===== src/rtl/core/first_fit_pool_allocator_core_assert.svh =====
// Assertion macros shared by the allocator RTL.
// Needs a signal named clock and a signal named reset in the module that uses them.
`ifndef FIRST_FIT_POOL_ALLOCATOR_CORE_ASSERT_SVH
`define FIRST_FIT_POOL_ALLOCATOR_CORE_ASSERT_SVH

// same-cycle implication
`define FFPA_ASSERT_IMP(lbl, ante, cons, msg) \
   lbl: assert property (@(posedge clock) disable iff (reset) (ante) |-> (cons)) \
      else $error(msg);

// next-cycle implication
`define FFPA_ASSERT_NXT(lbl, ante, cons, msg) \
   lbl: assert property (@(posedge clock) disable iff (reset) (ante) |=> (cons)) \
      else $error(msg);

`endif


===== src/rtl/core/ffpa_pkg.sv =====
// Types and constants of the first-fit pool allocator.
// No dependencies; used by the cell, the editor and the top level.
`default_nettype none
package ffpa_pkg;

   localparam int LEN_BITS = 16;
   localparam int QDEPTH = 4;
   localparam logic [LEN_BITS-1:0] POOL_RESET = 16'd4096;

   typedef struct packed {
      logic                used;
      logic [LEN_BITS-1:0] len;
   } entry_type;

   localparam entry_type ZERO_ENTRY = '{used: 1'b0, len: '0};

   typedef enum logic {
      CMD_ALLOC = 1'b0,
      CMD_FREE  = 1'b1
   } cmd_type;

   typedef enum logic [2:0] {
      STAT_OK       = 3'd0,
      STAT_NOFIT    = 3'd1,
      STAT_FULL     = 3'd2,
      STAT_NOTFOUND = 3'd3,
      STAT_ZERO     = 3'd4
   } status_type;

   typedef enum logic [1:0] {
      ST_IDLE,
      ST_PASS,
      ST_DONE
   } state_type;

   // control from the sequencer to the stream editor
   typedef struct packed {
      logic start;
      logic active;
      logic in_rng;
      logic pop_en;
      logic last;
      logic is_free;
   } pass_ctrl_type;

   // outcome of one pass
   typedef struct packed {
      logic                found;
      logic                full;
      logic                split;
      logic [1:0]          merges;
      logic [LEN_BITS-1:0] grant;
   } edit_stat_type;

endpackage
`default_nettype wire


===== src/rtl/core/ffpa_cell.sv =====
// One section cell of the table chain: length and used flag.
// Depends on ffpa_pkg.
`default_nettype none
module ffpa_cell #(
   parameter bit HEAD = 1'b0
) (
   input  wire                          clock,
   input  wire                          reset,
   input  wire                          load,
   input  wire [ffpa_pkg::LEN_BITS-1:0] pool_size,
   input  wire                          shift_en,
   input  wire ffpa_pkg::entry_type     shift_in,
   output ffpa_pkg::entry_type          entry_out
);
   import ffpa_pkg::*;

   entry_type entry_ff;
   entry_type rst_val;
   entry_type ld_val;

   // head cell starts as the whole pool, the rest empty
   always_comb begin
      rst_val = ZERO_ENTRY;
      ld_val = ZERO_ENTRY;
      if (HEAD) begin
         rst_val.len = POOL_RESET;
         ld_val.len = pool_size;
      end
   end

   // hold, reload on a pool write, or take the neighbor's entry
   always_ff @(posedge clock) begin
      if (reset) begin
         entry_ff <= rst_val;
      end else if (load) begin
         entry_ff <= ld_val;
      end else if (shift_en) begin
         entry_ff <= shift_in;
      end
   end

   assign entry_out = entry_ff;

endmodule
`default_nettype wire


===== config.mk =====
export PLATFORM = sky130hd
export DESIGN_NAME = ffpa_cell
export DESIGN_NICKNAME = d
export VERILOG_FILES = /design/src/rtl/core/first_fit_pool_allocator_core_assert.svh /design/src/rtl/core/ffpa_pkg.sv /design/src/rtl/core/ffpa_cell.sv
export SDC_FILE = /design/constraint.sdc
export NUM_CORES = 1
export LEC_CHECK = 0
export BUFFER_PORTS_ARGS = -buffer_cell sky130_fd_sc_hd__buf_2
export CAP_MARGIN = 20
export CELL_PAD_IN_SITES_DETAIL_PLACEMENT = 1
export CELL_PAD_IN_SITES_GLOBAL_PLACEMENT = 2
export CORE_UTILIZATION = 17
export DETAILED_ROUTE_END_ITERATION = 8
export GPL_ROUTABILITY_DRIVEN = 0
export HOLD_SLACK_MARGIN = 0.08
export MAX_ROUTING_LAYER = met4
export PLACE_DENSITY = 0.73
export SYNTH_ARGS = -nofsm -noshare
export SYNTH_HDL_FRONTEND = slang
export SYNTH_SLANG_ARGS = --single-unit
export TNS_END_PERCENT = 30

===== constraint.sdc =====
create_clock -name clock -period 0.8 [get_ports clock]
set_input_delay 0.08 -clock clock [delete_from_list [all_inputs] [get_ports clock]]
set_output_delay 0.08 -clock clock [all_outputs]
set_load 0.02 [all_outputs]

==> results by group <==
Run status
  • Status: finished clean

CTS
  • Root buf cell: clkbuf_8
  • CTS sink cnt: 17
  • Clock Latency Late Sink: 0.25 ns
  • CTS buffer count: 3
  • H-tree levels: 1
  • Clock slew seen by the registers of the worst setup and hold paths: 0.07 ns
  • Worst-case clock buffer depth: 2
  • CTS tree: yes

Setup path
  • Reg2Reg Setup Slack: 0.05 ns
  • R2R Path Start: entry_out[11]
  • Critical path required time: 0.94 ns
  • CP Max Fanout: 1
  • Worst setup EP type: flip-flop
  • R2R Path End: entry_out[11]
  • R2r worst-path depth: 3
  • CP Launch Type: input port
  • Worst setup path class: input port to flip-flop
  • CP Data Arrival Time: 0.93 ns
  • Critical path origin: shift_in[7]

Route
  • Initial DRT Pass Iterations: 2
  • DR WL/cell: 11.7 um
  • Routed Antenna Nets: 0
  • Via count: 567
  • DRT iter0 DRCs: 10
  • # DRC: 0
  • Via density: 3.75
  • Routed Wire Length: 1770 um

Synthesis
  • Synthesized net count: 93
  • Syn Area/Cell: 11.2 um^2
  • Synth warnings: 0
  • Unique masters post-synth: 6
  • Post-synthesis sequential area ratio: 54.1%
  • Syn Inst Count: 56
  • #FFs+latches synth: 17
  • Cell Area, Synth: 629 um^2

Placement
  • Port Buffers: 37
  • Hpwl dp: 1100 um
  • DP Area: 863 um^2

Timing
  • Worst Skew: 0 ns
  • Final Hold Vio Count: 0
  • Count of pins over their slew limit: 0
  • Least-Margin Pin Slew: 0.149 ns
  • Fmax achieved: 1270 MHz
  • RSZ-0062 raised after global routing: true
  • Final setup fails: 0
  • Final period utilization: 98.1%
  • Worst slew margin: 89.8%
  • Minimum clock period: 0.785 ns

Hold path
  • Hold Path End: entry_out[16]
  • Worst Hold Launch: shift_in[16]
  • Worst hold path type: input port to flip-flop
  • Worst hold path stage count: 3

Power and ir drop
  • P_int: 1410 uW
  • Net Switching: 431 uW
  • Leak: 0.000547 uW
  • Switch share: 23.4%
  • Clock group share of total power: 34.6%
  • Sequential group share of total power: 48.7%
  • Logic pwr share: 16.7%
  • Total chip power: 1850 uW
  • VDD IR max: 0.000472 V
  • Power per Cell Area: 1610 mW/mm^2

GRT
  • First-pass GRT wire length: 3030 um
  • Vias in the first global route: 632
  • Initial antenna violation count: 0
  • M2 GR Usage: 19.3%
  • Most Used Layer, Global Route: met2
  • GR Util met1: 10.2%
  • M3 GR Usage: 3.28%
  • Total GRT Usage: 10.4%
  • Largest net degree at the start of global routing: 18
  • GR Overflow Total: 0

Finish
  • Share of cells above drive strength 1: 55.2%
  • Most common cell after layout, fill and taps aside: buf_2
  • Most frequent cells in the layout: buf_2, mux2i_1, nor2_1, dfxtp_2, buf_6
  • Final Net Count: 143
  • Area grow syn2layout: 82.1%
  • Max reg flops: 17
  • # diodes: 0
  • Post-Layout Inst Area: 0.00115 mm^2

Floorplanning
  • CORE AREA: 0.00344 mm^2
  • Starting density of the core: 18.3%
  • Die X-Extent: 62.8 um
  • # IOs: 54
  • Row count: 21
  • DIE HEIGHT: 62.8 um
  • Die area: 0.00395 mm^2

Flow run
  • Max Cap Viol: 0
cell usage after synthesis (all sizes together):
library cell	count	area (um^2)
buf	4	48.8
dfxtp	17	340
mux2i	17	170
nor2	17	63.8
or2	1	6.26
power groups by stage:
stage / Combinational (uW) / Clock, uW / Sequential, uW
after detailed placement: 237 / 0 / 906
after CTS: 307 / 673 / 899
after global routing: 335 / 721 / 901
final: 308 / 638 / 899
after global placement: 230 / 0 / 905
after floorplan: 108 / 0 / 941
cells by family (layout without fill, tap and decap cells):
logic type | after synthesis | after routing | share of synthesized area [%]
and+or+nand+nor | 18 | 18 | 11.1
muxes | 17 | 17 | 27.0
DFF | 17 | 17 | 54.1
buffers and inverters | 4 | 53 | 7.75
stage by stage:
stage                     instances  util (%)  TNS (ns)  hold WS [ns]  setup WS (ns)
after floorplan                  56         -         0         0.227          0.106
after global placement          137      25.1         0         0.314         0.0629
after detailed placement        137      25.1         0         0.328         0.0373
after CTS                       151      33.0         0        0.0805        0.00688
after global routing            151      33.3    -0.127        0.0837        -0.0156
final                           151      33.3         0        0.0807         0.0150
critical path: stages:
cell and delay [ns]:
dlygate4sd3_1 0.54, buf_2 0.12, mux2i_1 0.13, nor2_1 0.06
layout make-up:
class / instances / area (um^2)
Clock buffer: 4 / 45.0
Sequential cell: 17 / 362
Timing Repair Buffer: 49 / 442
Tap cell: 46 / 57.6
Fill cell: 394 / 2300
Multi-Input combinational cell: 35 / 240
per-layer routing:
layer / vias to the layer above / part of all wire, %
met5: - / 0
met4: 0 / 0
met3: 0 / 7.0
met2: 29 / 51
met1: 257 / 42
li1: 281 / -
how the worst max path moves through the flow:
| stage | to | cells after the start | slack [ns] |
|---|---|---|---|
| final | entry_out[7] | 4 | 0.02 |
| after global routing | entry_out[3] | 1 | -0.02 |
| after CTS | entry_out[3] | 1 | 0.007 |
| after detailed placement | entry_out[10] | 4 | 0.04 |
| after global placement | entry_out[6] | 4 | 0.06 |
| after floorplan | entry_out[10] | 4 | 0.11 |
what timing repair did:
action / CTS / global route
hold buffers: 10 / 1
buffers inserted: 0 / 1
setup endpoints to repair: 17 / 21
resized for setup: 51 / 1
pin swaps: 0 / 3
hold endpoints to repair: 10 / 1
cloned: 0 / 0
Note: power is estimated with default switching activity, not from simulation.
